$ cat src/hw/rtl/pat_pkg.sv
package pat_pkg;

  // Fixed formats of the point and configuration fields
  localparam int COORD_BITS         = 32;
  localparam int FRAC_Q             = 16;
  localparam int COEF_W             = 16;
  localparam int COEF_FRAC_BITS_DEF = 14;
  localparam int NUM_AXES           = 3;

  // b*w and d*w: full product, then the upper bits after the Q16 shift
  localparam int PROD_W = 2 * COORD_BITS;
  localparam int SHV_W  = PROD_W - FRAC_Q;
  // p - b*w and p + d*w need one more bit
  localparam int DIFF_W = SHV_W + 1;

  // Register file
  localparam int NUM_REGS   = 8;
  localparam int CFG_DATA_W = 64;
  localparam int ADDR_LSB   = 3;
  localparam int ADDR_W     = $clog2(NUM_REGS) + ADDR_LSB;

  // Reset values: identity matrix at 14 fraction bits
  localparam logic [COORD_BITS-1:0]      PIVOT_RST = '0;
  localparam logic [COEF_W*NUM_AXES-1:0] ROW_A_RST = 48'h0000_0000_4000;
  localparam logic [COEF_W*NUM_AXES-1:0] ROW_B_RST = 48'h0000_4000_0000;
  localparam logic [COEF_W*NUM_AXES-1:0] ROW_C_RST = 48'h4000_0000_0000;

  // Cycles from an accepted command to its done strobe
  localparam int LATENCY = 5;

  typedef logic signed [COORD_BITS-1:0] coord_t;
  typedef logic signed [SHV_W-1:0]      shv_t;
  typedef logic signed [DIFF_W-1:0]     diff_t;

  typedef enum logic [1:0] {
    OP_SCALE_UP   = 2'd0,
    OP_SCALE_DOWN = 2'd1,
    OP_TRANSLATE  = 2'd2,
    OP_ROTATE     = 2'd3
  } opcode_t;

  typedef enum logic [$clog2(NUM_REGS)-1:0] {
    REG_PIVOT_X  = 3'd0,
    REG_PIVOT_Y  = 3'd1,
    REG_PIVOT_Z  = 3'd2,
    REG_ROW_A    = 3'd3,
    REG_ROW_B    = 3'd4,
    REG_ROW_C    = 3'd5,
    REG_SHIFT_XY = 3'd6,
    REG_SHIFT_Z  = 3'd7
  } reg_idx_t;

  typedef struct packed {
    opcode_t opcode;
    coord_t  coord_x;
    coord_t  coord_y;
    coord_t  coord_z;
    coord_t  weight;
  } in_beat_t;

  typedef struct packed {
    coord_t new_x;
    coord_t new_y;
    coord_t new_z;
    coord_t new_weight;
    logic   clipped;
  } out_beat_t;

  typedef struct packed {
    logic [COORD_BITS-1:0]      pivot_x;
    logic [COORD_BITS-1:0]      pivot_y;
    logic [COORD_BITS-1:0]      pivot_z;
    logic [COEF_W*NUM_AXES-1:0] row_a;
    logic [COEF_W*NUM_AXES-1:0] row_b;
    logic [COEF_W*NUM_AXES-1:0] row_c;
    logic [2*COORD_BITS-1:0]    shift_xy;
    logic [COORD_BITS-1:0]      shift_z;
  } cfg_t;

  typedef struct packed {
    logic    valid;
    opcode_t op;
  } pat_ctl_t;

  // After the weight products
  typedef struct packed {
    coord_t                    weight;
    coord_t [NUM_AXES-1:0]     p;
    shv_t   [NUM_AXES-1:0]     m;
  } off_s1_t;

  // After the offset stage: d feeds the multipliers, base is added at the end
  typedef struct packed {
    coord_t                weight;
    diff_t [NUM_AXES-1:0]  d;
    diff_t [NUM_AXES-1:0]  base;
  } off_s2_t;

  // Multiplier coefficient width: Q1.14 matrix entries or the 1.25 scale factor
  function automatic int coef_mul_w(input int frac);
    coef_mul_w = (frac + 2 > COEF_W) ? frac + 2 : COEF_W;
  endfunction

  // Width of a three-term dot product
  function automatic int dot_sum_w(input int frac);
    dot_sum_w = DIFF_W + coef_mul_w(frac) + 2;
  endfunction

  function automatic diff_t sext_coord(input coord_t v);
    sext_coord = {{(DIFF_W-COORD_BITS){v[COORD_BITS-1]}}, v};
  endfunction

  function automatic diff_t sext_shv(input shv_t v);
    sext_shv = {{(DIFF_W-SHV_W){v[SHV_W-1]}}, v};
  endfunction

endpackage

$ cat src/hw/rtl/pat_cfg_regs.sv
module pat_cfg_regs (
  input  logic                             clk,
  input  logic                             rst,
  input  logic                             psel,
  input  logic                             penable,
  input  logic                             pwrite,
  input  logic [pat_pkg::ADDR_W-1:0]       paddr,
  input  logic [pat_pkg::CFG_DATA_W-1:0]   pwdata,
  output logic [pat_pkg::CFG_DATA_W-1:0]   prdata,
  output logic                             pready,
  output pat_pkg::cfg_t                    cfg
);
  import pat_pkg::*;

  reg_idx_t idx;
  logic     wr_en;

  assign idx    = reg_idx_t'(paddr[ADDR_W-1:ADDR_LSB]);
  assign wr_en  = psel && penable && pwrite;
  assign pready = 1'b1;

  // Register writes, one 64-bit slot per register
  always_ff @(posedge clk) begin
    if (rst) begin
      cfg.pivot_x  <= PIVOT_RST;
      cfg.pivot_y  <= PIVOT_RST;
      cfg.pivot_z  <= PIVOT_RST;
      cfg.row_a    <= ROW_A_RST;
      cfg.row_b    <= ROW_B_RST;
      cfg.row_c    <= ROW_C_RST;
      cfg.shift_xy <= '0;
      cfg.shift_z  <= '0;
    end else if (wr_en) begin
      case (idx)
        REG_PIVOT_X:  cfg.pivot_x  <= pwdata[COORD_BITS-1:0];
        REG_PIVOT_Y:  cfg.pivot_y  <= pwdata[COORD_BITS-1:0];
        REG_PIVOT_Z:  cfg.pivot_z  <= pwdata[COORD_BITS-1:0];
        REG_ROW_A:    cfg.row_a    <= pwdata[COEF_W*NUM_AXES-1:0];
        REG_ROW_B:    cfg.row_b    <= pwdata[COEF_W*NUM_AXES-1:0];
        REG_ROW_C:    cfg.row_c    <= pwdata[COEF_W*NUM_AXES-1:0];
        REG_SHIFT_XY: cfg.shift_xy <= pwdata[2*COORD_BITS-1:0];
        REG_SHIFT_Z:  cfg.shift_z  <= pwdata[COORD_BITS-1:0];
        default: ;
      endcase
    end
  end

  // Read mux, zero-extended
  always_comb begin
    case (idx)
      REG_PIVOT_X:  prdata = CFG_DATA_W'(cfg.pivot_x);
      REG_PIVOT_Y:  prdata = CFG_DATA_W'(cfg.pivot_y);
      REG_PIVOT_Z:  prdata = CFG_DATA_W'(cfg.pivot_z);
      REG_ROW_A:    prdata = CFG_DATA_W'(cfg.row_a);
      REG_ROW_B:    prdata = CFG_DATA_W'(cfg.row_b);
      REG_ROW_C:    prdata = CFG_DATA_W'(cfg.row_c);
      REG_SHIFT_XY: prdata = CFG_DATA_W'(cfg.shift_xy);
      REG_SHIFT_Z:  prdata = CFG_DATA_W'(cfg.shift_z);
      default:      prdata = '0;
    endcase
  end

endmodule

$ cat config.mk
export PLATFORM = sky130hd
export DESIGN_NAME = pat_cfg_regs
export DESIGN_NICKNAME = d
export VERILOG_FILES = /design/src/hw/rtl/pat_pkg.sv /design/src/hw/rtl/pat_cfg_regs.sv
export SDC_FILE = /design/constraint.sdc
export NUM_CORES = 1
export LEC_CHECK = 0
export BUFFER_PORTS_ARGS = -buffer_cell sky130_fd_sc_hd__buf_4
export CORE_UTILIZATION = 25
export CTS_BUF_LIST = sky130_fd_sc_hd__clkbuf_2 sky130_fd_sc_hd__clkbuf_4 sky130_fd_sc_hd__clkbuf_8
export DETAILED_ROUTE_END_ITERATION = 12
export HOLD_SLACK_MARGIN = 0.03
export PLACE_DENSITY_LB_ADDON = 0.12
export SYNTH_ARGS = -nofsm -noshare
export SYNTH_HDL_FRONTEND = slang
export SYNTH_SLANG_ARGS = --single-unit
$ cat constraint.sdc
create_clock -name clk -period 3.2 [get_ports clk]
set_input_delay 0.64 -clock clk [delete_from_list [all_inputs] [get_ports clk]]
set_output_delay 0.64 -clock clk [all_outputs]
set_load 0.005 [all_outputs]
### Yosys cells after proc, flatten, opt, wreduce, memory -nomap -nowiden

Index checks and enable logic that the tools add are counted.

| storage, ports and cells | value |
|---|---|
| register bits after elaboration | 336 |
| input port bits | 75 |
| logic and storage cells | 27 |

| cells by class | value |
|---|---|
| reductions and logical operators | 11 |
| equal/unequal tests | 7 |
| mux-type cells | 1 |

Operators with widths:

| kind | count |
|---|---|
| case mux 64 bit (8 select lines) | 1 |
| AND reduction 2 bit | 8 |
| == test 3 bit (second input constant) | 4 |
| == test 3 x 2 -> 1 bit (second input constant) | 2 |
| == test 3 x 1 -> 1 bit (second input constant) | 1 |
| logical NOT 3 bit | 1 |
| logical AND 1 bit | 2 |

### Depth between registers and ports, before layout

| logic depth | value |
|---|---|
| depth after elaboration | 3 |
| depth in mapped cells | 7 |
| gate-level depth less buffers | 4 |

### Worst setup path after synthesis

No wires, ideal clock.

| path | value |
|---|---|
| kind | input-to-output |
| from | input port paddr[5] (netlist name) |
| to | output port prdata[5] (netlist name) |
| stages | 5 |
| buffers on the path | 3 |
| arrival | 1683 ps |
| path slack | 877 ps |
| cells stage by stage | buf_4 -> or3_1 -> clkbuf_1 -> clkbuf_1 -> o22a_1 |

| between the ends | value |
|---|---|
| longest elaborated chain between the ends | 2 |

Ends and longest elaborated chain:

| what | line | source |
|---|---|---|
| start, declared | pat_cfg_regs.sv:7 | `input logic [pat_pkg::ADDR_W-1:0] paddr,` |
| == test 3 bit (tied with other cells) | pat_cfg_regs.sv:50 | `case (idx)` |
| case mux 64 bit (8 select lines) (*) | pat_cfg_regs.sv:50 |  |
| end, declared | pat_cfg_regs.sv:9 | `output logic [pat_pkg::CFG_DATA_W-1:0] prdata,` |

Mark *: on every way between the ends. The rest lies on a longest branch, timed or not.

### Final worst setup path

| path | value |
|---|---|
| from | input port paddr[5] (netlist name) |
| to | output port prdata[54] (netlist name) |

The elaborated chain is that of the path after synthesis.

==> results.cfg <==
[logic_synthesis]
synth_seq_cells = 336
synth-compound-area-share_pct = 19.2
yosysUniqueCellTypes = 36
synth_fa_ha_area_share_pct = 0
synth.avg_cell_area_um2 = 7.60
synth_fp_nets = 2032
netlist_instances = 1957
synth_top_family_by_area = simple AND/OR/NAND/NOR gates
synth-edff-count = 0
yosys.area_share.simple_pct = 23.1
synth_mux_area_share_pct = 5.42
synthXorXnorAreaFrac_pct = 0
synth_ff_type = dfxtp_1
postSynth.asyncResetShare_pct = 0
yosys_warnings = 0
synth.yosys.seq_area_share_pct = 45.2
synth_area_um2 = 14900

[power]
vdd_drop_max_mv = 0.230
p_per_area_nw_per_um2 = 469
p_leak_nw = 8.17
finalPower_mw = 9.57

[cts]
clock-sinks = 336
cts_tree = built
clkSlewWorstSetupHoldPaths_ps = 60
cts_resized = 0
cts_setup_buffers = 0
ctsHoldBuffers = 0
cts_buffers = 67
cts_htree_levels = 3
clk_latency_ps = 630
ctsRootBufferMaster = clkbuf_8
cts.path.max_buffers = 3

[die]
ios = 476
start_util_pct = 25.3
fp.dieArea_um2 = 60500
dieWidth_um = 246
std_cell_rows = 89
coreArea_um2 = 58900
dieHeight_um = 246

[sta]
finalCriticalPeriod_ps = 2970
report.final.setup_viol = 0
finClkSkew_ps = 0
timing.fmax_ghz = 0.336
setup_ws_ps = 227
worst_pin_slew_ps = 1110
finalCritPeriodShare_pct = 92.9
setup-tns-final_ps = 0
drv_slew = 0
finalHoldViolCount = 0
rsz0062_at_grt = no
relSlewSlack_pct = 26.1

[critical_path]
setup.worst_path.class = in -> out
crit_arrival_ps = 2330
path_cells = buf_6 -> buf_12 -> nand2_1 -> nor2_1 -> buf_4 -> and2_1 -> buf_4
startpoint_type = input port
endpoint_kind = output pin
crit_required_ps = 2560
slowest_stage = nand2_1
critPathMaxFanout = 48
crit_top_cell = buf_4
rr_worst_depth = 2
max_stage_delay_ps = 440

[global_route]
grt_start_max_net_pins = 86
overflow = 0
grt_pass1_wl_um = 98700
antenna_found_initial = 3
gr-usage-all-layers_pct = 22.2
first_global_vias = 14425

[finish]
largest_register_ffs = 336
antenna_cells = 0
seq_area_um2 = 6730
reg_top3 = cfg (336)
drive_gt1_share_pct = 28.5
max_flop_register = cfg
instances_no_fill = 3170
multi_input_area_um2 = 7180
area_growth_pct = 37.3
num-fill-cells = 6226
final_nets = 2429

[drt]
wl_per_cell_um = 21.9
drtIter0Drc = 780
totalWireLength_um = 69600
drtAntennaViolNets = 0
drc = 0
via_per_inst = 4.71
vias = 14944
drtPass1Iterations = 5

[place]
gp_congestion = 0.774
dp_hpwl_um = 44500
dp.cells = 3058
dpl_worst_slack_ps = 91.7
portBuffers = 471

[worst_hold_path]
hold_depth = 3
hp-class = in -> reg

[job]
maxCapViolations = 0

[status]
status = completed
[where the power goes]
group	internal, mW	switching [mW]
Sequential	4.22	0.0274
Clock	2.68	1.94
Combinational	0.260	0.451
Total	7.15	2.42
[kinds of logic (layout without fill, tap and decap cells)]
group,after synthesis,count (layout)
and+or+nand+nor,854,854
other,1,1
buffers and inverters,220,660
DFF,336,336
muxes,77,77
AOI/OAI and AO/OA,469,469
[routing by layer]
metal  wire length (µm)  vias to the layer above  track usage (%)  part of all wire [%]
li1                   -                     7232                -                     -
met1              30000                     7092             28.0                    43
met2              31700                      515             35.5                    46
met3               6080                      101             7.01                   8.7
met4               1770                        4             7.73                   2.5
met5                 32                        -                0                 0.046
[cells in the final DEF, fill, tap and decap left out, types with 4 or more instances in the layout]
| master | instances |
|---|---|
| nor2_1 | 87 |
| a221oi_1 | 6 |
| nor2_4 | 7 |
| o21ai_0 | 16 |
| mux2i_1 | 49 |
| clkbuf_8 | 78 |
| buf_4 | 503 |
| a21oi_1 | 338 |
| mux2_2 | 4 |
| and2_1 | 17 |
| a22o_1 | 47 |
| dfxtp_1 | 336 |
| o22ai_1 | 29 |
| mux2_1 | 24 |
| nand2b_1 | 4 |
| a221oi_2 | 24 |
| inv_1 | 29 |
| nor2b_1 | 29 |
| buf_12 | 12 |
| clkbuf_4 | 27 |
| nand2_1 | 689 |
[final cells by class]
cell class,instances,share of cell area [%]
Timing Repair Buffer,518,19.9
Multi-Input combinational cell,1401,35.2
Tap cell,773,4.74
Clock buffer,105,6.25
Inverter,30,0.551
Clock inverter,7,0.490
Sequential cell,336,32.9
[critical path, delay by kind of cell]
family | cells | cell delay (ps)
buffers and inverters | 4 | 770
AND/OR/NAND/NOR | 3 | 880
[worst paths after layout]
check | from | to | slack, ps
worst max-delay path | paddr[5] | prdata[54] | 230
worst min-delay path | pwdata[46] | cfg[142] | 250
worst max register to register | cfg[274] | cfg[274] | 2470
worst min register to register | cfg[245] | cfg[245] | 470
[synth_stat cells (all sizes together) (6+ instances only)]
cell type / n / area [µm²]
clkbuf: 73 / 274
a21oi: 338 / 1690
mux2: 28 / 315
dfxtp: 336 / 6730
nand2b: 7 / 58.8
and2: 17 / 106
buf: 117 / 657
o21ai: 16 / 80.1
a221oi: 30 / 413
nand2: 689 / 2590
inv: 30 / 113
o22ai: 29 / 181
mux2i: 49 / 490
nor2b: 31 / 194
nor2: 94 / 363
a22o: 47 / 412
or2: 6 / 37.5
[per-stage QoR]
stage | hold slack, ps | util [%] | area [µm²]
floorplan | 461 | - | 14900
global placement | 456 | 32.3 | 19000
detailed placement | 462 | 32.3 | 19000
CTS | 180 | 34.7 | 20400
global route | 205 | 34.7 | 20400
finish | 248 | 34.7 | 20400
Power figures use the tool's default switching activity.
