**src/hw/rtl/pat_pkg.sv**
```systemverilog
package pat_pkg;

  // Fixed formats of the point and configuration fields
  localparam int COORD_BITS         = 32;
  localparam int FRAC_Q             = 16;
  localparam int COEF_W             = 16;
  localparam int COEF_FRAC_BITS_DEF = 14;
  localparam int NUM_AXES           = 3;

  // b*w and d*w: full product, then the upper bits after the Q16 shift
  localparam int PROD_W = 2 * COORD_BITS;
  localparam int SHV_W  = PROD_W - FRAC_Q;
  // p - b*w and p + d*w need one more bit
  localparam int DIFF_W = SHV_W + 1;

  // Register file
  localparam int NUM_REGS   = 8;
  localparam int CFG_DATA_W = 64;
  localparam int ADDR_LSB   = 3;
  localparam int ADDR_W     = $clog2(NUM_REGS) + ADDR_LSB;

  // Reset values: identity matrix at 14 fraction bits
  localparam logic [COORD_BITS-1:0]      PIVOT_RST = '0;
  localparam logic [COEF_W*NUM_AXES-1:0] ROW_A_RST = 48'h0000_0000_4000;
  localparam logic [COEF_W*NUM_AXES-1:0] ROW_B_RST = 48'h0000_4000_0000;
  localparam logic [COEF_W*NUM_AXES-1:0] ROW_C_RST = 48'h4000_0000_0000;

  // Cycles from an accepted command to its done strobe
  localparam int LATENCY = 5;

  typedef logic signed [COORD_BITS-1:0] coord_t;
  typedef logic signed [SHV_W-1:0]      shv_t;
  typedef logic signed [DIFF_W-1:0]     diff_t;

  typedef enum logic [1:0] {
    OP_SCALE_UP   = 2'd0,
    OP_SCALE_DOWN = 2'd1,
    OP_TRANSLATE  = 2'd2,
    OP_ROTATE     = 2'd3
  } opcode_t;

  typedef enum logic [$clog2(NUM_REGS)-1:0] {
    REG_PIVOT_X  = 3'd0,
    REG_PIVOT_Y  = 3'd1,
    REG_PIVOT_Z  = 3'd2,
    REG_ROW_A    = 3'd3,
    REG_ROW_B    = 3'd4,
    REG_ROW_C    = 3'd5,
    REG_SHIFT_XY = 3'd6,
    REG_SHIFT_Z  = 3'd7
  } reg_idx_t;

  typedef struct packed {
    opcode_t opcode;
    coord_t  coord_x;
    coord_t  coord_y;
    coord_t  coord_z;
    coord_t  weight;
  } in_beat_t;

  typedef struct packed {
    coord_t new_x;
    coord_t new_y;
    coord_t new_z;
    coord_t new_weight;
    logic   clipped;
  } out_beat_t;

  typedef struct packed {
    logic [COORD_BITS-1:0]      pivot_x;
    logic [COORD_BITS-1:0]      pivot_y;
    logic [COORD_BITS-1:0]      pivot_z;
    logic [COEF_W*NUM_AXES-1:0] row_a;
    logic [COEF_W*NUM_AXES-1:0] row_b;
    logic [COEF_W*NUM_AXES-1:0] row_c;
    logic [2*COORD_BITS-1:0]    shift_xy;
    logic [COORD_BITS-1:0]      shift_z;
  } cfg_t;

  typedef struct packed {
    logic    valid;
    opcode_t op;
  } pat_ctl_t;

  // After the weight products
  typedef struct packed {
    coord_t                    weight;
    coord_t [NUM_AXES-1:0]     p;
    shv_t   [NUM_AXES-1:0]     m;
  } off_s1_t;

  // After the offset stage: d feeds the multipliers, base is added at the end
  typedef struct packed {
    coord_t                weight;
    diff_t [NUM_AXES-1:0]  d;
    diff_t [NUM_AXES-1:0]  base;
  } off_s2_t;

  // Multiplier coefficient width: Q1.14 matrix entries or the 1.25 scale factor
  function automatic int coef_mul_w(input int frac);
    coef_mul_w = (frac + 2 > COEF_W) ? frac + 2 : COEF_W;
  endfunction

  // Width of a three-term dot product
  function automatic int dot_sum_w(input int frac);
    dot_sum_w = DIFF_W + coef_mul_w(frac) + 2;
  endfunction

  function automatic diff_t sext_coord(input coord_t v);
    sext_coord = {{(DIFF_W-COORD_BITS){v[COORD_BITS-1]}}, v};
  endfunction

  function automatic diff_t sext_shv(input shv_t v);
    sext_shv = {{(DIFF_W-SHV_W){v[SHV_W-1]}}, v};
  endfunction

endpackage

```
**src/hw/rtl/pat_sat.sv**
```systemverilog
module pat_sat #(
  parameter int COEF_FRAC_BITS = pat_pkg::COEF_FRAC_BITS_DEF,
  localparam int SumW = pat_pkg::dot_sum_w(COEF_FRAC_BITS)
) (
  input  logic                                       clk,
  input  logic                                       rst,
  input  logic                                       valid,
  input  pat_pkg::coord_t                            weight,
  input  pat_pkg::diff_t [pat_pkg::NUM_AXES-1:0]     base,
  input  logic [pat_pkg::NUM_AXES-1:0][SumW-1:0]     sum,
  output logic                                       done,
  output pat_pkg::out_beat_t                         result
);
  import pat_pkg::*;

  localparam int ResW = SumW + 1;
  localparam int HiW  = ResW - COORD_BITS + 1;
  localparam logic [COORD_BITS-1:0] CoordMax = {1'b0, {(COORD_BITS-1){1'b1}}};
  localparam logic [COORD_BITS-1:0] CoordMin = {1'b1, {(COORD_BITS-1){1'b0}}};

  logic signed [ResW-1:0]      res [NUM_AXES];
  logic [HiW-1:0]              hi;
  coord_t [NUM_AXES-1:0]       sat;
  logic                        clip_next;
  out_beat_t                   result_next;

  // Stage 5: drop the coefficient fraction, add back base, clamp
  always_comb begin
    clip_next = 1'b0;
    hi        = '0;
    for (int v = 0; v < NUM_AXES; v++) begin
      res[v] = ResW'($signed(sum[v]) >>> COEF_FRAC_BITS) + ResW'($signed(base[v]));
      hi     = res[v][ResW-1:COORD_BITS-1];
      if ((&hi) || !(|hi)) begin
        sat[v] = res[v][COORD_BITS-1:0];
      end else begin
        clip_next = 1'b1;
        sat[v]    = res[v][ResW-1] ? CoordMin : CoordMax;
      end
    end
    result_next.new_x      = sat[0];
    result_next.new_y      = sat[1];
    result_next.new_z      = sat[2];
    result_next.new_weight = weight;
    result_next.clipped    = clip_next;
  end

  always_ff @(posedge clk) begin
    if (rst) begin
      done <= 1'b0;
    end else begin
      done <= valid;
    end
  end

  always_ff @(posedge clk) begin
    result <= result_next;
  end

  // A clipped beat carries at least one rail value
  a_clip_rail: assert property (@(posedge clk) disable iff (rst)
    (done && result.clipped) |->
      (result.new_x == CoordMax || result.new_x == CoordMin ||
       result.new_y == CoordMax || result.new_y == CoordMin ||
       result.new_z == CoordMax || result.new_z == CoordMin))
    else $error("clipped set without a saturated coordinate");

endmodule

```
**config.mk**
```make
export PLATFORM = sky130hd
export DESIGN_NAME = pat_sat
export DESIGN_NICKNAME = d
export VERILOG_FILES = /design/src/hw/rtl/pat_pkg.sv /design/src/hw/rtl/pat_sat.sv
export SDC_FILE = /design/constraint.sdc
export NUM_CORES = 1
export LEC_CHECK = 0
export BUFFER_PORTS_ARGS = -buffer_cell sky130_fd_sc_hd__buf_2
export CORE_AREA = 2 2 200 202
export DETAILED_ROUTE_END_ITERATION = 10
export DIE_AREA = 0 0 202 204
export GPL_ROUTABILITY_DRIVEN = 0
export PLACE_DENSITY = 0.72
export SLEW_MARGIN = 20
export SYNTH_ARGS = -nofsm -noshare
export SYNTH_HDL_FRONTEND = slang
export SYNTH_SLANG_ARGS = --single-unit
```
**constraint.sdc**
```tcl
create_clock -name clk -period 9.2 [get_ports clk]
set_input_delay 0.46 -clock clk [delete_from_list [all_inputs] [get_ports clk]]
set_output_delay 0.46 -clock clk [all_outputs]
set_load 0.05 [all_outputs]
```
## Word-level counts from Yosys, hierarchy flattened

Index checks and enable logic that the tools add are counted.

| operators by class | value |
|---|---|
| reduce and logical (&&, ||, !) cells | 13 |
| add/subtract/negate cells | 3 |
| mux-type cells | 7 |

Operators by type and width:

| operator | count |
|---|---|
| $mux W32 | 6 |
| $add A53 B49 Y54 | 3 |
| $reduce_and A37 Y1 | 3 |
| $reduce_or A37 Y1 | 3 |
| $logic_not A1 Y1 | 3 |
| $logic_or A1 B1 Y1 | 3 |
| $reduce_and A2 Y1 | 1 |
| $mux W1 | 1 |

| word-level totals | value |
|---|---|
| input port bits | 383 |
| register bits | 130 |
| output and inout bits | 130 |
| logic and storage cells | 29 |

## Longest topological paths before layout

| logic depth | value |
|---|---|
| depth after elaboration | 5 |
| mapped depth | 17 |
| mapped depth without buffers | 15 |

## Least setup slack after synthesis

Ideal clock, no wire load.

| timing | value |
|---|---|
| kind | input to register |
| start point | in base[98] (netlist name) |
| end point | reg result[33] (netlist name) |
| arrival time | 3792 ps |
| setup slack | 5285 ps |
| data required time | 9077 ps |
| stages | 15 |
| library setup time | 123 ps |
| buffers on the path | 0 |
| cells stage by stage | ha_1 -> inv_1 -> fa_1 -> nand2b_1 -> a21oi_2 -> o31ai_4 -> o41ai_2 -> o21a_1 -> a21oi_1 -> o211a_1 -> a211oi_1 -> nand4_1 -> or4b_1 -> o31ai_4 -> mux2_1 |

RTL lines:

| element | line | source |
|---|---|---|
| start, declared | pat_sat.sv:9 | `input pat_pkg::diff_t [pat_pkg::NUM_AXES-1:0] base,` |
| end signal, assigned | pat_sat.sv:57 | `result <= result_next;` |
| end, declared | pat_sat.sv:12 | `output pat_pkg::out_beat_t result` |

==> run_results.csv <==
group,metric,value,unit
sta,rsz0062_at_grt,"no",
synthesis,synth-seq-area-share,18.3,%
worst_setup_path,path_cells,"buf_2, ha_1, a21oi_1, o21ai_0, a2111oi_0, o211ai_1, a31oi_1, xnor2_1, a2111oi_0, nand4_1, nor4b_1, and4_1, a31o_2, buf_4, mux2_2",
power_and_ir_drop,power.share.switching,45.7,%
sta,report.final.slew_viol_count,0,
cells_and_area,synthToLayoutAreaGrowth,22.6,%
synthesis,synth_xor_area_share,8.60,%
power_and_ir_drop,clkPwrFrac,25.6,%
sta,hold_viol,0,
synthesis,ys_types,86,
sta,timing.final.crit_period,5.05,ns
floorplanning,start_util,36.4,%
clock_tree,clock-sinks,130,
floorplanning,dieWidth,202,um
sta,timing.setup.tns,0,ns
clock_tree,cts_tree,"done",
synthesis,syn_area_per_cell,7.67,um^2
power_and_ir_drop,pwr-share-comb,49.5,%
detailed_routing,viasPerCell,5.84,
floorplanning,coreArea,39200,um^2
cells_and_area,drive_gt1_share,23.8,%
cells_and_area,layout_common_cells,"470 x buf_2, 213 x a21oi_1, 198 x nand2_1",
cells_and_area,multi_input_area,11100,um^2
worst_setup_path,crit_path_max_incr_delay,0.78,ns
grt,grt_max_degree,34,
synthesis,syn-cell-area,14300,um^2
job,drv_cap,0,
grt,grt_use_total,23.8,%
cells_and_area,stdcell_count,2820,
sta,fin_crit_sh,54.9,%
power_and_ir_drop,intPower,1.42,mW
synthesis,syn_inst,1860,
clock_tree,ctsLongestPathBuffers,2,
grt,grt_pass1_wl,79600,um
synthesis,synth_ff_type,"dfxtp_1",
power_and_ir_drop,switchingPower,1.19,mW
synthesis,synthAdderAreaFrac,14.4,%
cells_and_area,fill_cells,3919,
detailed_routing,wirelength,51500,um
worst_setup_path,crit_arrival,5.40,ns
power_and_ir_drop,peakVddDrop,0.000103,V
synthesis,synth_top_family_by_area,"compound AO/OA/AOI/OAI gates",
sta,fin_hold_ws,0.111,ns
worst_setup_path,cp-end-kind,"flop",
power_and_ir_drop,seq_power_share,25.0,%
sta,fmax,198,MHz
synthesis,yosys.area_share.simple,20.1,%
cells_and_area,final_common_cell,"buf_2",
worst_setup_path,cpLargestDelayFamily,"compound AO/OA/AOI/OAI gates",
sta,worst_slew_pin_slew,1.01,ns
synthesis,synth_edf_count,0,
floorplanning,row_count,73,
detailed_routing,drc_errors,0,
detailed_routing,first_pass_iters,7,
clock_tree,post-cts-setup-buffers,0,
detailed_routing,wire_per_inst,18.3,um
clock_tree,clkTransAtPathRegs,0.07,ns
cells_and_area,register_area,2600,um^2
floorplanning,die_area,41200,um^2
power_and_ir_drop,pwr_density_cell,150,nW/um^2
place,port_buffers,470,
synthesis,synth_fp_nets,2405,
grt,grt_pass1_vias,15422,
synthesis,ys_seq_elements,130,
synthesis,synth_warnings,0,
worst_setup_path,critPathLaunchType,"input port",
worst_setup_path,path_buf_inv,2,
synthesis,synth_area_leaders,"dfxtp_1 18%, ha_1 14%, a21oi_1 7.5%, mux2i_1 6.4%, nand2_1 5.2%",
detailed_routing,ant_nets,0,
power_and_ir_drop,total_power,2.61,mW
synthesis,muxShareOfSynthArea,6.94,%
synthesis,yosys.area.top_type_share,18.3,%
detailed_routing,drt_iter0_drc,1535,
synthesis,synth_top_area_cell,"dfxtp_1",
worst_setup_path,required,9.54,ns
worst_setup_path,critPathKind,"input port to flop",
floorplanning,num_io_pins,513,
grt,grt_overflow,0,
power_and_ir_drop,power.static_leakage,7.50,nW
clock_tree,holdBufCountCts,0,
clock_tree,cts_made_buffers,17,
place,dp_hpwl,43000,um
sta,max_slew_margin,32.9,%
cells_and_area,fin_nets,2821,
floorplanning,die_height,204,um
synthesis,synth_compound_area_share,27.9,%
worst_hold_path,min_path_type,"input port to flop",
place,numPlacedInstances,2782,
clock_tree,htreeDepth,4,
clock_tree,clock-root-buffer,"clkbuf_16",
detailed_routing,num_vias,16481,
grt,antenna_found_initial,6,
worst_setup_path,crit_path_max_fanout,27,
synthesis,ys_async_sr_fraction,0,%
status,outcome,"finished clean",
worst_setup_path,slowest_stage,"a2111oi_0",
sta,finalSetupViolCount,0,
clock_tree,ctsResizeCount,0,
worst_setup_path,cpMostUsedCell,"a2111oi_0",
## path summary, 6_finish.rpt
path	from	depth (start not counted)	slack [ns]	to
setup / recovery	base[25]	15	4.15	result[102]
hold / removal	weight[20]	1	0.11	result[21]
## cell usage after synthesis, types with 23 or more instances
cell      number
a21o_1        40
a21oi_1      213
clkbuf_1      48
dfxtp_1      130
ha_1         159
inv_1         38
mux2i_1       91
nand2_1      199
nand3_1       31
nand4_1       64
nor2_1       143
nor3_1        40
o211ai_1      23
o21a_1        25
o21ai_0      134
o21bai_1      24
xnor2_1       64
xor2_1        76
## flip-flops by register name, summed over array words and instances (netlist names)
signal and count:
done 1, result 129
## routing by layer
layer / vias to the layer above / wire length, um / global-route usage (%) / share of wire, %
met2: 998 / 23200 / 38.6 / 45
met5: - / 0 / 0 / 0
li1: 7805 / - / - / -
met3: 154 / 4690 / 3.81 / 9.1
met4: 0 / 2360 / 12.2 / 4.6
met1: 7524 / 21300 / 30.6 / 41
## area by class of cell
cell class | count | share of cell area, %
Multi-Input combinational cell | 1617 | 63.6
Sequential cell | 130 | 14.9
Timing Repair Buffer | 472 | 13.5
Tap cell | 525 | 3.76
Clock buffer | 18 | 2.51
Inverter | 38 | 0.816
Clock inverter | 14 | 0.809
Antenna cell | 6 | 0.0859
## kinds of logic (layout without fill, tap and decap cells)
family | Yosys count | in the layout
fa+ha+maj | 162 | 162
mux | 97 | 97
flops | 130 | 130
compound gates | 620 | 620
simple gates | 598 | 598
other cells | 0 | 6
buf+inv | 113 | 542
xor+xnor | 140 | 140
## power by group through the flow
stage | combinational (mW) | clock (mW) | sequential (mW)
2_1_floorplan | 0.663 | 0 | 0.912
3_3_place_gp | 1.25 | 0 | 0.665
3_5_place_dp | 1.26 | 0 | 0.666
4_1_cts | 1.27 | 0.688 | 0.654
5_1_grt | 1.39 | 0.714 | 0.660
6_report | 1.29 | 0.668 | 0.653
## stage by stage
step | worst slack [ns] | cell area (um^2) | utilization, %
2_1_floorplan | 5.28 | 14300 | -
3_3_place_gp | 3.91 | 16900 | 43.1
3_5_place_dp | 3.85 | 16900 | 43.1
4_1_cts | 4.30 | 17500 | 44.6
5_1_grt | 3.87 | 17500 | 44.6
6_report | 4.15 | 17500 | 44.6
Power figures use the tool's default switching activity.
